$ cat src/hw/rtl/mmr_pkg.sv
`default_nettype none
package mmr_pkg;

  localparam int ROUTE_SLOTS_DEF = 16;
  localparam int LFO_COUNT_DEF   = 16;

  localparam logic [3:0] CMD_WRITE  = 4'd0;
  localparam logic [3:0] CMD_AMOUNT = 4'd1;
  localparam logic [3:0] CMD_ENABLE = 4'd2;
  localparam logic [3:0] CMD_REMOVE = 4'd3;
  localparam logic [3:0] CMD_CC     = 4'd4;
  localparam logic [3:0] CMD_VEL    = 4'd5;
  localparam logic [3:0] CMD_AFT    = 4'd6;
  localparam logic [3:0] CMD_WHEEL  = 4'd7;
  localparam logic [3:0] CMD_BEND   = 4'd8;
  localparam logic [3:0] CMD_LFO    = 4'd9;
  localparam logic [3:0] CMD_TICK   = 4'd10;

  localparam logic [2:0] SRC_LFO   = 3'd0;
  localparam logic [2:0] SRC_VEL   = 3'd1;
  localparam logic [2:0] SRC_AFT   = 3'd2;
  localparam logic [2:0] SRC_WHEEL = 3'd3;
  localparam logic [2:0] SRC_BEND  = 3'd4;
  localparam logic [2:0] SRC_CTRL  = 3'd5;
  localparam logic [2:0] SRC_SEQ   = 3'd6;

  localparam logic [2:0] DST_CTRL      = 3'd0;
  localparam logic [2:0] DST_PITCH     = 3'd1;
  localparam logic [2:0] DST_VEL       = 3'd2;
  localparam logic [2:0] DST_GATE      = 3'd3;
  localparam logic [2:0] DST_SEQ_RATE  = 3'd4;
  localparam logic [2:0] DST_LFO_RATE  = 3'd5;
  localparam logic [2:0] DST_LFO_DEPTH = 3'd6;
  localparam logic [2:0] DST_MORPH     = 3'd7;

  localparam logic [1:0] PERF_VEL   = 2'd0;
  localparam logic [1:0] PERF_AFT   = 2'd1;
  localparam logic [1:0] PERF_WHEEL = 2'd2;
  localparam logic [1:0] PERF_BEND  = 2'd3;

  typedef enum logic [2:0] {
    OP_WRITE, OP_AMOUNT, OP_ENABLE, OP_REMOVE, OP_CC, OP_PERF, OP_LFO, OP_TICK
  } op_t;

  typedef struct packed {
    op_t                op;
    logic [3:0]         slot;
    logic [2:0]         src;
    logic [6:0]         sidx;
    logic [2:0]         dst;
    logic [7:0]         didx;
    logic signed [15:0] gain;
    logic signed [15:0] off;
    logic               en;
    logic [6:0]         ev_idx;
    logic [1:0]         perf_sel;
    logic signed [15:0] val;
  } req_t;

  typedef logic [14:0] unit_tab_t [128];
  typedef logic signed [15:0] vel_tab_t [128];

  function automatic unit_tab_t mk_unit_tab();
    unit_tab_t t;
    for (int i = 0; i < 128; i++) begin
      t[i] = 15'((i * 16384 + 63) / 127);
    end
    return t;
  endfunction

  function automatic vel_tab_t mk_vel_tab();
    vel_tab_t t;
    for (int i = 0; i < 128; i++) begin
      t[i] = 16'((i * 32768 + 63) / 127 - 16384);
    end
    return t;
  endfunction

  // v * 16384 / 127 and v * 32768 / 127 - 16384, rounded
  localparam unit_tab_t UNIT_TAB = mk_unit_tab();
  localparam vel_tab_t  VEL_TAB  = mk_vel_tab();

endpackage
`default_nettype wire

$ cat src/hw/rtl/mmr_ram.sv
`default_nettype none
module mmr_ram #(
  parameter int W = 8,
  parameter int D = 16
) (
  input  wire logic                                clk,
  input  wire logic                                we,
  input  wire logic [((D > 1) ? $clog2(D) : 1)-1:0] waddr,
  input  wire logic [W-1:0]                        wdata,
  input  wire logic                                re,
  input  wire logic [((D > 1) ? $clog2(D) : 1)-1:0] raddr,
  output logic [W-1:0]                             rdata
);

  logic [W-1:0] mem_r [D];
  logic [W-1:0] rdata_r;

  always_ff @(posedge clk) begin
    if (we) begin
      mem_r[waddr] <= wdata;
    end
    if (re) begin
      rdata_r <= mem_r[raddr];
    end
  end

  assign rdata = rdata_r;

endmodule
`default_nettype wire

$ cat src/hw/rtl/mmr_front.sv
`default_nettype none
module mmr_front #(
  parameter int ROUTE_SLOTS = mmr_pkg::ROUTE_SLOTS_DEF,
  parameter int LFO_COUNT   = mmr_pkg::LFO_COUNT_DEF
) (
  input  wire logic               clk,
  input  wire logic               rst_n,
  input  wire logic               in_valid,
  output logic                    in_ready,
  input  wire logic [3:0]         in_command,
  input  wire logic [3:0]         in_route_slot,
  input  wire logic [2:0]         in_route_source,
  input  wire logic [6:0]         in_source_index,
  input  wire logic [2:0]         in_route_dest,
  input  wire logic [7:0]         in_dest_index,
  input  wire logic signed [15:0] in_amount,
  input  wire logic signed [15:0] in_offset,
  input  wire logic               in_enabled,
  input  wire logic [6:0]         in_event_index,
  input  wire logic signed [15:0] in_event_value,
  output logic                    q_valid,
  output mmr_pkg::req_t           q_req,
  input  wire logic               q_pop
);

  mmr_pkg::req_t req;
  logic          keep;
  logic          slot_ok;
  logic [6:0]    v7;
  logic          bneg;
  logic [16:0]   bmag;
  logic [14:0]   b2m;
  logic [14:0]   bq;
  logic signed [15:0] bend_val;
  logic signed [15:0] lfo_val;
  logic signed [15:0] gain_sat;

  mmr_pkg::req_t mem_r [2];
  logic          wp_r, wp_nxt, rp_r, rp_nxt;
  logic [1:0]    cnt_r, cnt_nxt;
  logic          push;

  assign v7      = in_event_value[6:0];
  assign slot_ok = ({4'b0, in_route_slot} < 8'(ROUTE_SLOTS));

  // bend: v * 16384 / 8191 = 2v + small correction
  always_comb begin
    bneg = in_event_value[15];
    bmag = bneg ? 17'(-$signed({in_event_value[15], in_event_value}))
                : 17'({1'b0, in_event_value});
    b2m  = 15'({bmag[12:0], 1'b0});
    bq   = b2m;
    if ({2'b0, b2m} + 17'd4095 >= 17'd16382) begin
      bq = b2m + 15'd2;
    end else if ({2'b0, b2m} + 17'd4095 >= 17'd8191) begin
      bq = b2m + 15'd1;
    end
    if (bmag > 17'd8191) begin
      bq = 15'd16384;
    end
    bend_val = bneg ? -$signed({1'b0, bq}) : $signed({1'b0, bq});
  end

  always_comb begin
    lfo_val = in_event_value;
    if (in_event_value > 16'sd16384) begin
      lfo_val = 16'sd16384;
    end else if (in_event_value < -16'sd16384) begin
      lfo_val = -16'sd16384;
    end
    gain_sat = in_amount;
    if (in_amount > 16'sd16384) begin
      gain_sat = 16'sd16384;
    end else if (in_amount < -16'sd16384) begin
      gain_sat = -16'sd16384;
    end
  end

  always_comb begin
    req.op       = mmr_pkg::OP_TICK;
    req.slot     = in_route_slot;
    req.src      = in_route_source;
    req.sidx     = in_source_index;
    req.dst      = in_route_dest;
    req.didx     = in_dest_index;
    req.gain     = gain_sat;
    req.off      = in_offset;
    req.en       = in_enabled;
    req.ev_idx   = in_event_index;
    req.perf_sel = mmr_pkg::PERF_VEL;
    req.val      = in_event_value;
    keep         = 1'b0;
    case (in_command)
      mmr_pkg::CMD_WRITE: begin
        req.op = mmr_pkg::OP_WRITE;
        keep   = slot_ok;
      end
      mmr_pkg::CMD_AMOUNT: begin
        req.op = mmr_pkg::OP_AMOUNT;
        keep   = slot_ok;
      end
      mmr_pkg::CMD_ENABLE: begin
        req.op = mmr_pkg::OP_ENABLE;
        keep   = slot_ok;
      end
      mmr_pkg::CMD_REMOVE: begin
        req.op = mmr_pkg::OP_REMOVE;
        keep   = slot_ok;
      end
      mmr_pkg::CMD_CC: begin
        req.op  = mmr_pkg::OP_CC;
        req.val = $signed({9'b0, v7});
        keep    = 1'b1;
      end
      mmr_pkg::CMD_VEL: begin
        req.op       = mmr_pkg::OP_PERF;
        req.perf_sel = mmr_pkg::PERF_VEL;
        req.val      = mmr_pkg::VEL_TAB[v7];
        keep         = 1'b1;
      end
      mmr_pkg::CMD_AFT: begin
        req.op       = mmr_pkg::OP_PERF;
        req.perf_sel = mmr_pkg::PERF_AFT;
        req.val      = $signed({1'b0, mmr_pkg::UNIT_TAB[v7]});
        keep         = 1'b1;
      end
      mmr_pkg::CMD_WHEEL: begin
        req.op       = mmr_pkg::OP_PERF;
        req.perf_sel = mmr_pkg::PERF_WHEEL;
        req.val      = $signed({1'b0, mmr_pkg::UNIT_TAB[v7]});
        keep         = 1'b1;
      end
      mmr_pkg::CMD_BEND: begin
        req.op       = mmr_pkg::OP_PERF;
        req.perf_sel = mmr_pkg::PERF_BEND;
        req.val      = bend_val;
        keep         = 1'b1;
      end
      mmr_pkg::CMD_LFO: begin
        req.op  = mmr_pkg::OP_LFO;
        req.val = lfo_val;
        keep    = ({1'b0, in_event_index} < 8'(LFO_COUNT));
      end
      mmr_pkg::CMD_TICK: begin
        req.op = mmr_pkg::OP_TICK;
        keep   = 1'b1;
      end
      default: begin
        keep = 1'b0;
      end
    endcase
  end

  // two-entry request queue, dropped requests are accepted but not queued
  assign in_ready = (cnt_r != 2'd2);
  assign push     = in_valid && in_ready && keep;
  assign q_valid  = (cnt_r != 2'd0);
  assign q_req    = mem_r[rp_r];

  always_comb begin
    wp_nxt  = push ? ~wp_r : wp_r;
    rp_nxt  = q_pop ? ~rp_r : rp_r;
    cnt_nxt = 2'(cnt_r + {1'b0, push} - {1'b0, q_pop});
  end

  always_ff @(posedge clk) begin
    if (push) begin
      mem_r[wp_r] <= req;
    end
  end

  always_ff @(posedge clk) begin
    if (!rst_n) begin
      wp_r  <= 1'b0;
      rp_r  <= 1'b0;
      cnt_r <= 2'd0;
    end else begin
      wp_r  <= wp_nxt;
      rp_r  <= rp_nxt;
      cnt_r <= cnt_nxt;
    end
  end

endmodule
`default_nettype wire

$ cat src/hw/rtl/mmr_back.sv
`default_nettype none
module mmr_back #(
  parameter int ROUTE_SLOTS = mmr_pkg::ROUTE_SLOTS_DEF,
  parameter int LFO_COUNT   = mmr_pkg::LFO_COUNT_DEF
) (
  input  wire logic          clk,
  input  wire logic          rst_n,
  input  wire logic          q_valid,
  input  mmr_pkg::req_t      q_req,
  output logic               q_pop,
  output logic               out_valid,
  input  wire logic          out_ready,
  output logic [2:0]         out_dest_kind,
  output logic [7:0]         out_dest_number,
  output logic signed [19:0] out_mod_value,
  output logic               out_last
);

  localparam int RT_AW   = (ROUTE_SLOTS > 1) ? $clog2(ROUTE_SLOTS) : 1;
  localparam int SC_W    = $clog2(ROUTE_SLOTS + 1);
  localparam int LFO_AW  = (LFO_COUNT > 1) ? $clog2(LFO_COUNT) : 1;
  localparam int SUM_W   = 17 + SC_W;
  localparam int INFO_W  = 37;

  typedef enum logic [5:0] {
    B_IDLE = 6'b000001,
    B_RD   = 6'b000010,
    B_SRC  = 6'b000100,
    B_MUL  = 6'b001000,
    B_ACC  = 6'b010000,
    B_END  = 6'b100000
  } bstate_t;

  bstate_t state_r, state_nxt;

  logic [ROUTE_SLOTS-1:0] rt_vld_r, rt_vld_nxt, rt_en_r, rt_en_nxt, rt_ctl_r, rt_ctl_nxt;
  logic [127:0]           cv_vld_r, cv_vld_nxt;
  logic [LFO_COUNT-1:0]   lfo_vld_r, lfo_vld_nxt;
  logic signed [15:0]     perf_r [4];
  logic signed [15:0]     perf_nxt [4];

  logic [SC_W-1:0]         cnt_r, cnt_nxt;
  logic                    pass0_r, pass0_nxt;
  logic [6:0]              cur_r, cur_nxt, cand_r, cand_nxt;
  logic                    cand_vld_r, cand_vld_nxt;
  logic signed [SUM_W-1:0] sum_r, sum_nxt;
  logic signed [32:0]      prod_r, prod_nxt;

  logic                out_vld_r, out_vld_nxt;
  logic [2:0]          out_kind_r, out_kind_nxt;
  logic [7:0]          out_num_r, out_num_nxt;
  logic signed [19:0]  out_val_r, out_val_nxt;
  logic                out_last_r, out_last_nxt;
  logic                out_free, out_load;

  logic              info_we, info_re, gain_we, gain_re, cv_we, cv_re, lfo_we, lfo_re;
  logic [INFO_W-1:0] info_wdata, info_rdata;
  logic [15:0]       gain_rdata, lfo_rdata;
  logic [6:0]        cv_rdata;

  logic [RT_AW-1:0]   sa, ca;
  logic [LFO_AW-1:0]  la, lsa;
  logic [2:0]         f_src, f_dst;
  logic [6:0]         f_sidx, cidx;
  logic [7:0]         f_didx;
  logic signed [15:0] f_off, gain_s;
  logic [ROUTE_SLOTS-1:0] en_mask, nc_mask;
  logic               any_ctl, later_nc, lfo_ok;

  logic signed [16:0] raw;
  logic               prod_neg;
  logic [32:0]        prod_mag;
  logic [18:0]        q_mag;
  logic signed [19:0] acc;
  logic signed [16:0] mod;

  logic signed [16:0] cl;
  logic signed [22:0] cp;
  logic [22:0]        cpm;
  logic [6:0]         ctrl_v;

  function automatic logic signed [19:0] scale_f(logic [2:0] d, logic signed [16:0] m);
    logic [16:0] x;
    logic [19:0] x15;
    logic signed [19:0] r;
    x   = 17'(m + 17'sd16384);
    x15 = ({3'b0, x} << 4) - {3'b0, x};
    case (d)
      mmr_pkg::DST_PITCH:    r = (20'(m) <<< 4) + (20'(m) <<< 3);
      mmr_pkg::DST_VEL:      r = 20'(m);
      mmr_pkg::DST_GATE:     r = $signed({3'b0, x});
      mmr_pkg::DST_SEQ_RATE: r = $signed(((x15 + 20'd4) >> 3) + 20'd4096);
      mmr_pkg::DST_LFO_RATE: r = $signed(((x15 + 20'd4) >> 3) + 20'd4096);
      default:               r = $signed({3'b0, (x + 17'd1) >> 1});
    endcase
    return r;
  endfunction

  assign sa  = RT_AW'(q_req.slot);
  assign ca  = cnt_r[RT_AW-1:0];
  assign la  = q_req.ev_idx[LFO_AW-1:0];

  assign f_src  = info_rdata[36:34];
  assign f_dst  = info_rdata[33:31];
  assign f_sidx = info_rdata[30:24];
  assign f_didx = info_rdata[23:16];
  assign f_off  = $signed(info_rdata[15:0]);
  assign cidx   = f_didx[6:0];
  assign gain_s = $signed(gain_rdata);
  assign lsa    = f_sidx[LFO_AW-1:0];

  assign info_wdata = {q_req.src, q_req.dst, q_req.sidx, q_req.didx, q_req.off};

  assign en_mask  = rt_vld_r & rt_en_r;
  assign nc_mask  = en_mask & ~rt_ctl_r;
  assign any_ctl  = |(en_mask & rt_ctl_r);
  assign later_nc = |(nc_mask >> (cnt_r + SC_W'(1)));
  assign lfo_ok   = ({1'b0, f_sidx} < 8'(LFO_COUNT)) && lfo_vld_r[lsa];
  assign out_free = !out_vld_r || out_ready;

  always_comb begin
    raw = 17'sd0;
    case (f_src)
      mmr_pkg::SRC_LFO:   raw = lfo_ok ? 17'($signed(lfo_rdata)) : 17'sd0;
      mmr_pkg::SRC_VEL:   raw = 17'(perf_r[0]);
      mmr_pkg::SRC_AFT:   raw = 17'(perf_r[1]);
      mmr_pkg::SRC_WHEEL: raw = 17'(perf_r[2]);
      mmr_pkg::SRC_BEND:  raw = 17'(perf_r[3]);
      mmr_pkg::SRC_CTRL:  raw = cv_vld_r[f_sidx] ?
                                $signed({2'b0, mmr_pkg::UNIT_TAB[cv_rdata]}) : 17'sd0;
      default:            raw = 17'sd0;
    endcase
  end

  // round product / 16384 half away from zero, add offset, saturate
  always_comb begin
    prod_neg = prod_r[32];
    prod_mag = prod_neg ? 33'(-prod_r) : prod_r;
    q_mag    = 19'((prod_mag + 33'd8192) >> 14);
    acc      = (prod_neg ? -$signed({1'b0, q_mag}) : $signed({1'b0, q_mag})) + 20'(f_off);
    if (acc > 20'sd16384) begin
      mod = 17'sd16384;
    end else if (acc < -20'sd16384) begin
      mod = -17'sd16384;
    end else begin
      mod = 17'(acc);
    end
  end

  // controller value 64 + trunc(sat(sum) * 63 / 16384)
  always_comb begin
    if (sum_r > SUM_W'(16384)) begin
      cl = 17'sd16384;
    end else if (sum_r < -SUM_W'(16384)) begin
      cl = -17'sd16384;
    end else begin
      cl = 17'(sum_r);
    end
    cp  = (23'(cl) <<< 6) - 23'(cl);
    cpm = cp[22] ? 23'(-cp) : 23'(cp);
    ctrl_v = cp[22] ? 7'd64 - 7'(cpm >> 14) : 7'd64 + 7'(cpm >> 14);
  end

  always_comb begin
    state_nxt    = state_r;
    rt_vld_nxt   = rt_vld_r;
    rt_en_nxt    = rt_en_r;
    rt_ctl_nxt   = rt_ctl_r;
    cv_vld_nxt   = cv_vld_r;
    lfo_vld_nxt  = lfo_vld_r;
    perf_nxt     = perf_r;
    cnt_nxt      = cnt_r;
    pass0_nxt    = pass0_r;
    cur_nxt      = cur_r;
    cand_nxt     = cand_r;
    cand_vld_nxt = cand_vld_r;
    sum_nxt      = sum_r;
    prod_nxt     = prod_r;
    out_vld_nxt  = out_vld_r && !out_ready;
    out_kind_nxt = out_kind_r;
    out_num_nxt  = out_num_r;
    out_val_nxt  = out_val_r;
    out_last_nxt = out_last_r;
    out_load     = 1'b0;
    q_pop        = 1'b0;
    info_we      = 1'b0;
    info_re      = 1'b0;
    gain_we      = 1'b0;
    gain_re      = 1'b0;
    cv_we        = 1'b0;
    cv_re        = 1'b0;
    lfo_we       = 1'b0;
    lfo_re       = 1'b0;
    case (state_r)
      B_IDLE: begin
        if (q_valid) begin
          q_pop = 1'b1;
          case (q_req.op)
            mmr_pkg::OP_WRITE: begin
              rt_vld_nxt[sa] = 1'b1;
              rt_en_nxt[sa]  = q_req.en;
              rt_ctl_nxt[sa] = (q_req.dst == mmr_pkg::DST_CTRL);
              info_we        = 1'b1;
              gain_we        = 1'b1;
            end
            mmr_pkg::OP_AMOUNT: begin
              gain_we = rt_vld_r[sa];
            end
            mmr_pkg::OP_ENABLE: begin
              if (rt_vld_r[sa]) begin
                rt_en_nxt[sa] = q_req.en;
              end
            end
            mmr_pkg::OP_REMOVE: begin
              rt_vld_nxt[sa] = 1'b0;
              rt_en_nxt[sa]  = 1'b0;
            end
            mmr_pkg::OP_CC: begin
              cv_we                    = 1'b1;
              cv_vld_nxt[q_req.ev_idx] = 1'b1;
            end
            mmr_pkg::OP_PERF: begin
              perf_nxt[q_req.perf_sel] = q_req.val;
            end
            mmr_pkg::OP_LFO: begin
              lfo_we          = 1'b1;
              lfo_vld_nxt[la] = 1'b1;
            end
            mmr_pkg::OP_TICK: begin
              cnt_nxt      = '0;
              pass0_nxt    = 1'b1;
              cand_vld_nxt = 1'b0;
              sum_nxt      = '0;
              state_nxt    = B_RD;
            end
            default: begin
            end
          endcase
        end
      end
      B_RD: begin
        if (cnt_r == SC_W'(ROUTE_SLOTS)) begin
          state_nxt = B_END;
        end else if (en_mask[ca] && (pass0_r || rt_ctl_r[ca])) begin
          info_re   = 1'b1;
          gain_re   = 1'b1;
          state_nxt = B_SRC;
        end else begin
          cnt_nxt = cnt_r + SC_W'(1);
        end
      end
      B_SRC: begin
        if (f_dst == mmr_pkg::DST_CTRL && (pass0_r || cidx > cur_r) &&
            (!cand_vld_r || cidx < cand_r)) begin
          cand_nxt     = cidx;
          cand_vld_nxt = 1'b1;
        end
        if ((f_dst != mmr_pkg::DST_CTRL && pass0_r) ||
            (f_dst == mmr_pkg::DST_CTRL && !pass0_r && cidx == cur_r)) begin
          cv_re     = 1'b1;
          lfo_re    = 1'b1;
          state_nxt = B_MUL;
        end else begin
          cnt_nxt   = cnt_r + SC_W'(1);
          state_nxt = B_RD;
        end
      end
      B_MUL: begin
        prod_nxt  = raw * gain_s;
        state_nxt = B_ACC;
      end
      B_ACC: begin
        if (pass0_r) begin
          if (out_free) begin
            out_load     = 1'b1;
            out_vld_nxt  = 1'b1;
            out_kind_nxt = f_dst;
            out_num_nxt  = f_didx;
            out_val_nxt  = scale_f(f_dst, mod);
            out_last_nxt = !later_nc && !any_ctl;
            cnt_nxt      = cnt_r + SC_W'(1);
            state_nxt    = B_RD;
          end
        end else begin
          sum_nxt   = sum_r + SUM_W'(mod);
          cnt_nxt   = cnt_r + SC_W'(1);
          state_nxt = B_RD;
        end
      end
      B_END: begin
        if (pass0_r) begin
          if (cand_vld_r) begin
            cur_nxt      = cand_r;
            cand_vld_nxt = 1'b0;
            pass0_nxt    = 1'b0;
            cnt_nxt      = '0;
            sum_nxt      = '0;
            state_nxt    = B_RD;
          end else begin
            state_nxt = B_IDLE;
          end
        end else if (out_free) begin
          out_load     = 1'b1;
          out_vld_nxt  = 1'b1;
          out_kind_nxt = mmr_pkg::DST_CTRL;
          out_num_nxt  = {1'b0, cur_r};
          out_val_nxt  = $signed({13'b0, ctrl_v});
          out_last_nxt = !cand_vld_r;
          if (cand_vld_r) begin
            cur_nxt      = cand_r;
            cand_vld_nxt = 1'b0;
            cnt_nxt      = '0;
            sum_nxt      = '0;
            state_nxt    = B_RD;
          end else begin
            state_nxt = B_IDLE;
          end
        end
      end
      default: begin
        state_nxt = B_IDLE;
      end
    endcase
  end

  mmr_ram #(.W(INFO_W), .D(ROUTE_SLOTS)) u_info_ram (
    .clk(clk), .we(info_we), .waddr(sa), .wdata(info_wdata),
    .re(info_re), .raddr(ca), .rdata(info_rdata)
  );

  mmr_ram #(.W(16), .D(ROUTE_SLOTS)) u_gain_ram (
    .clk(clk), .we(gain_we), .waddr(sa), .wdata(q_req.gain),
    .re(gain_re), .raddr(ca), .rdata(gain_rdata)
  );

  mmr_ram #(.W(7), .D(128)) u_cv_ram (
    .clk(clk), .we(cv_we), .waddr(q_req.ev_idx), .wdata(q_req.val[6:0]),
    .re(cv_re), .raddr(f_sidx), .rdata(cv_rdata)
  );

  mmr_ram #(.W(16), .D(LFO_COUNT)) u_lfo_ram (
    .clk(clk), .we(lfo_we), .waddr(la), .wdata(q_req.val),
    .re(lfo_re), .raddr(lsa), .rdata(lfo_rdata)
  );

  always_ff @(posedge clk) begin
    prod_r     <= prod_nxt;
    out_kind_r <= out_kind_nxt;
    out_num_r  <= out_num_nxt;
    out_val_r  <= out_val_nxt;
    out_last_r <= out_last_nxt;
  end

  always_ff @(posedge clk) begin
    if (!rst_n) begin
      state_r    <= B_IDLE;
      rt_vld_r   <= '0;
      rt_en_r    <= '0;
      rt_ctl_r   <= '0;
      cv_vld_r   <= '0;
      lfo_vld_r  <= '0;
      perf_r     <= '{default: 16'sd0};
      cnt_r      <= '0;
      pass0_r    <= 1'b0;
      cur_r      <= 7'd0;
      cand_r     <= 7'd0;
      cand_vld_r <= 1'b0;
      sum_r      <= '0;
      out_vld_r  <= 1'b0;
    end else begin
      state_r    <= state_nxt;
      rt_vld_r   <= rt_vld_nxt;
      rt_en_r    <= rt_en_nxt;
      rt_ctl_r   <= rt_ctl_nxt;
      cv_vld_r   <= cv_vld_nxt;
      lfo_vld_r  <= lfo_vld_nxt;
      perf_r     <= perf_nxt;
      cnt_r      <= cnt_nxt;
      pass0_r    <= pass0_nxt;
      cur_r      <= cur_nxt;
      cand_r     <= cand_nxt;
      cand_vld_r <= cand_vld_nxt;
      sum_r      <= sum_nxt;
      out_vld_r  <= out_vld_nxt;
    end
  end

  assign out_valid       = out_vld_r;
  assign out_dest_kind   = out_kind_r;
  assign out_dest_number = out_num_r;
  assign out_mod_value   = out_val_r;
  assign out_last        = out_last_r;

  a_pop_idle: assert property (@(posedge clk) disable iff (!rst_n)
    q_pop |-> q_valid && state_r == B_IDLE)
    else $error("request popped outside idle");

  a_load_free: assert property (@(posedge clk) disable iff (!rst_n)
    out_load |-> out_free)
    else $error("result register overwritten");

  a_ctrl_order: assert property (@(posedge clk) disable iff (!rst_n)
    (state_r == B_END && !pass0_r && cand_vld_r && out_free) |=> cur_r > $past(cur_r))
    else $error("controller order not ascending");

  a_ctrl_range: assert property (@(posedge clk) disable iff (!rst_n)
    (out_vld_r && out_kind_r == mmr_pkg::DST_CTRL) |->
      (out_val_r > 20'sd0) && (out_val_r < 20'sd128))
    else $error("controller value out of range");

endmodule
`default_nettype wire

$ cat src/hw/rtl/modulation_matrix_router.sv
`default_nettype none
// channel  direction  handshake            payload
// in_      input      in_valid/in_ready    command, route and feed fields
// out_     output     out_valid/out_ready  dest_kind, dest_number, mod_value, last
//
// route and feed requests pass a two-entry queue and are applied by the back end as it pops them.
// a tick is popped, then takes one pass over the slots for non-controller routes and one
// more pass per distinct controller destination; each pass walks every slot, reads the
// enabled routes it covers and applies those that belong to it.
// rst_n is synchronous; route, controller and lfo entries read as zero until written.
// a full result register stalls the tick walk; a full queue drops in_ready.
module modulation_matrix_router #(
  parameter int ROUTE_SLOTS = mmr_pkg::ROUTE_SLOTS_DEF,
  parameter int LFO_COUNT   = mmr_pkg::LFO_COUNT_DEF
) (
  input  wire logic               clk,
  input  wire logic               rst_n,
  input  wire logic               in_valid,
  output logic                    in_ready,
  input  wire logic [3:0]         in_command,
  input  wire logic [3:0]         in_route_slot,
  input  wire logic [2:0]         in_route_source,
  input  wire logic [6:0]         in_source_index,
  input  wire logic [2:0]         in_route_dest,
  input  wire logic [7:0]         in_dest_index,
  input  wire logic signed [15:0] in_amount,
  input  wire logic signed [15:0] in_offset,
  input  wire logic               in_enabled,
  input  wire logic [6:0]         in_event_index,
  input  wire logic signed [15:0] in_event_value,
  output logic                    out_valid,
  input  wire logic               out_ready,
  output logic [2:0]              out_dest_kind,
  output logic [7:0]              out_dest_number,
  output logic signed [19:0]      out_mod_value,
  output logic                    out_last
);

  logic          q_valid;
  logic          q_pop;
  mmr_pkg::req_t q_req;

  mmr_front #(.ROUTE_SLOTS(ROUTE_SLOTS), .LFO_COUNT(LFO_COUNT)) u_front (
    .clk(clk), .rst_n(rst_n),
    .in_valid(in_valid), .in_ready(in_ready),
    .in_command(in_command), .in_route_slot(in_route_slot),
    .in_route_source(in_route_source), .in_source_index(in_source_index),
    .in_route_dest(in_route_dest), .in_dest_index(in_dest_index),
    .in_amount(in_amount), .in_offset(in_offset), .in_enabled(in_enabled),
    .in_event_index(in_event_index), .in_event_value(in_event_value),
    .q_valid(q_valid), .q_req(q_req), .q_pop(q_pop)
  );

  mmr_back #(.ROUTE_SLOTS(ROUTE_SLOTS), .LFO_COUNT(LFO_COUNT)) u_back (
    .clk(clk), .rst_n(rst_n),
    .q_valid(q_valid), .q_req(q_req), .q_pop(q_pop),
    .out_valid(out_valid), .out_ready(out_ready),
    .out_dest_kind(out_dest_kind), .out_dest_number(out_dest_number),
    .out_mod_value(out_mod_value), .out_last(out_last)
  );

endmodule
`default_nettype wire
$ cat config.mk
export PLATFORM = sky130hd
export DESIGN_NAME = modulation_matrix_router
export DESIGN_NICKNAME = d
export VERILOG_FILES = /design/src/hw/rtl/mmr_pkg.sv /design/src/hw/rtl/mmr_ram.sv /design/src/hw/rtl/mmr_front.sv /design/src/hw/rtl/mmr_back.sv /design/src/hw/rtl/modulation_matrix_router.sv
export SDC_FILE = /design/constraint.sdc
export NUM_CORES = 2
export LEC_CHECK = 0
export BUFFER_PORTS_ARGS = -buffer_cell sky130_fd_sc_hd__buf_2
export CORE_MARGIN = 5
export CORE_UTILIZATION = 30
export DETAILED_ROUTE_END_ITERATION = 10
export PLACE_DENSITY = 0.54
export REMOVE_ABC_BUFFERS = 1
export SYNTH_ARGS = -nofsm -noshare
export SYNTH_HDL_FRONTEND = slang
export SYNTH_SLANG_ARGS = --single-unit
$ cat constraint.sdc
create_clock -name clk -period 10.12 [get_ports clk]
set_clock_uncertainty 0.2 [all_clocks]
set_input_delay 1.518 -clock clk [delete_from_list [all_inputs] [get_ports clk]]
set_output_delay 1.518 -clock clk [all_outputs]
set_load 0.02 [all_outputs]
==> qor.csv <==
stage;metric;value;unit
timing;fmax;103;MHz
pwr;p_seq_frac;0.507;
floorplanning;dieWidth;640;um
cells_and_area;final_util;0.347;
floorplanning;core;396000;um2
floorplanning;die_h;640;um
worst_setup_path;crit_family;adder cells;
clocking;clkTransAtPathRegs;0.06;ns
pwr;power.leakage;44.9;nW
pwr;p_sw_frac;0.244;
worst_setup_path;crit_required;10.54;ns
synth;synth_edf_count;2313;
worst_setup_path;cp_common_cell;fa_1;
pwr;switchingPower;6.12;mW
place;placed_area;128000;um2
cells_and_area;nNetsFinal;8503;
place;hpwl;202000;um
synth;synth_flop_cell;edfxtp_1;
place;preCtsSetupSlack;-0.00146;ns
worst_setup_path;path_buf_inv;9;
clocking;cts_tree;yes;
detailed_routing;drt_drc_violations_left;0;
pwr;power.density;183;nW/um2
detailed_routing;drt_wl_total;313000;um
timing;finalHoldViolCount;0;
pwr;p_int;19.0;mW
place;place.gp.congestion;0.874;
worst_setup_path;path_max_fanout;7;
worst_setup_path;end_kind;flop;
synth;synth.most_common_cell;edfxtp_1;
synth;synthTopCellsByArea;edfxtp_1 58%, mux4_2 13%, dfxtp_1 5.2%;
worst_setup_path;cp-start-kind;flop;
place;port_buffers;122;
timing;min_period;9.73;ns
cells_and_area;drive_above_1_share;0.226;
clocking;postCtsHoldBufs;0;
cells_and_area;final_cells;13400;
worst_setup_path;path_class;flop to flop;
synth;synthArstFlopShare;0;
synth;netlist_instances;7539;
timing;timing.slew.headroom;0.165;
detailed_routing;ant_nets;0;
timing;setup_violations;0;
pwr;clkPwrFrac;0.400;
synth;synth.ff_latch_count;2624;
synth;yosys_warnings;0;
min_path;hp-class;flop to flop;
cells_and_area;fin_area;138000;um2
clocking;cts_root_buf;clkbuf_16;
timing;tns;0;ns
worst_setup_path;critPathMaxStageDelay;0.54;ns
timing;rsz0062_at_grt;true;
status;outcome;finished, final reports clean;
global_routing;grt_pass1_wl;464000;um
synth;synth_top_area_frac;0.582;
floorplanning;std_cell_rows;231;
cells_and_area;n_fill_cell;37500;
place;dp_cells;12900;
timing;final-max-slew-violation-count;0;
floorplanning;ioPinCount;123;
clocking;cts.path.max_buffers;4;
flow_run;cap_viol_max_count;0;
synth;synth_area_per_cell;15.8;um2
detailed_routing;vias_per_cell;5.02;
synth;yosysSeqAreaShare;0.635;
cells_and_area;syn_to_final_growth;15.3;%
detailed_routing;vias;67300;
synth;synth_common_cells;2313 x edfxtp_1, 805 x nor2_1, 698 x mux4_2;
synth;yosys.area.top_type;edfxtp_1;
detailed_routing;wl_per_cell;23.3;um
synth;synth_cell_types;96;
timing;worst_hold_slack;0.269;ns
global_routing;overflow;0;
worst_setup_path;slowest_stage;mux4_2;
clocking;cts.sinks;2624;
timing;worst_slew_pin_slew;1.25;ns
global_routing;grt_max_degree;158;
clocking;numCtsBuffers;279;
floorplanning;start_util;0.301;
worst_setup_path;arrival;10.15;ns
detailed_routing;first_pass_iters;6;
pwr;finalPower;25.1;mW
detailed_routing;drtIter0Drc;5984;
timing;fin_crit_sh;0.961;
timing;fin_ws;0.393;ns
clocking;h-tree-depth;5;
global_routing;grt_antenna_before_repair;24;
global_routing;grt_pass1_vias;69300;
pwr;comb_power_share;0.093;
floorplanning;dieArea;410000;um2
synth;syn_area;119000;um2
clocking;clk_latency;0.92;ns
global_routing;groute.usage.overall;0.149;
pwr;ir_drop;0.131;mV
cell families (layout without fill, tap and decap cells):
kind of cell / count (synthesis) / after routing / share of synthesized area
AO/OA/AOI/OAI: 794 / 794 / 0.0437
XOR/XNOR: 229 / 229 / 0.0169
adder cells (fa/ha/maj): 482 / 482 / 0.0675
buffers and inverters: 746 / 1357 / 0.0235
flip-flops: 2624 / 2624 / 0.635
multiplexers: 843 / 843 / 0.145
other: 0 / 8 / 0
AND/OR/NAND/NOR: 1821 / 1822 / 0.0686
flip-flops by register name (all words and copies together) (netlist names), 37 cells and up, named ones only:
name	count
u_back.u_info_ram.rdata	37
u_back.u_gain_ram.mem_r	256
u_back.u_lfo_ram.mem_r	256
u_back.u_info_ram.mem_r	592
u_front.mem_r	172
u_back.perf_r	64
u_back.cv_vld_r	128
u_back.u_cv_ram.mem_r	896
worst register-to-register path, delay by kind of cell (launching register included):
family / cells / cell delay [ns]
AO/OA/AOI/OAI: 10 / 2.13
XOR/XNOR: 1 / 0.15
adder cells (fa/ha/maj): 7 / 3.16
buffers and inverters: 9 / 1.13
flip-flops: 1 / 0.38
multiplexers: 4 / 1.72
AND/OR/NAND/NOR: 3 / 0.62
path summary, 6_finish.rpt:
kind / slack [ns] / start / to / cells after the start
max: 0.39 / u_back.u_info_ram.rdata[24] / u_back.prod_r[31] / 34
min: 0.27 / u_back.cv_vld_r[36] / u_back.cv_vld_r[36] / 2
max reg2reg: 0.39 / u_back.u_info_ram.rdata[24] / u_back.prod_r[31] / 34
min reg2reg: 0.27 / u_back.cv_vld_r[36] / u_back.cv_vld_r[36] / 2
final cells by class:
cell class / instances / area, um2 / area share
Clock buffer: 361 / 7520 / 0.0547
Antenna cell: 8 / 20.0 / 0.000146
Clock inverter: 136 / 1410 / 0.0102
Tap cell: 5242 / 6560 / 0.0477
Multi-Input combinational cell: 4170 / 41400 / 0.301
Timing Repair Buffer: 469 / 3410 / 0.0248
Sequential cell: 2624 / 75700 / 0.550
Inverter: 391 / 1490 / 0.0109
per-layer routing:
metal,up-vias,routed length [um],share of wire,GRT usage
met1,35300,133000,0.43,0.202
met3,469,16500,0.053,0.0202
li1,29500,-,-,-
met2,2005,153000,0.49,0.249
met5,-,27,0.000086,0
met4,4,9750,0.031,0.0445
cell usage in the layout (no fill, tap or decap), types with 198 or more instances in the layout:
master,count
nand2_1,455
clkbuf_16,288
dfxtp_1,306
inv_1,372
buf_4,331
edfxtp_1,2313
mux4_2,698
fa_1,270
ha_1,200
nor2_1,749
a21oi_1,198
power groups by stage:
stage | registers [mW] | logic, mW | clock network [mW]
2_1_floorplan | 13.0 | 1.28 | 0
3_3_place_gp | 13.0 | 2.25 | 0
3_5_place_dp | 13.0 | 2.33 | 0
4_1_cts | 12.7 | 2.34 | 10.3
5_1_grt | 12.7 | 2.53 | 10.8
6_report | 12.7 | 2.32 | 10.1
timing repair:
item                                   in CTS  in global routing
resized for setup                           2                 89
pin swaps                                   0                 32
setup endpoints to repair                   2                 22
setup buffers                               2                  7
gates cloned                                1                  4
endpoints found under the hold margin       0                  0
Note: power is estimated with default switching activity, not from simulation.
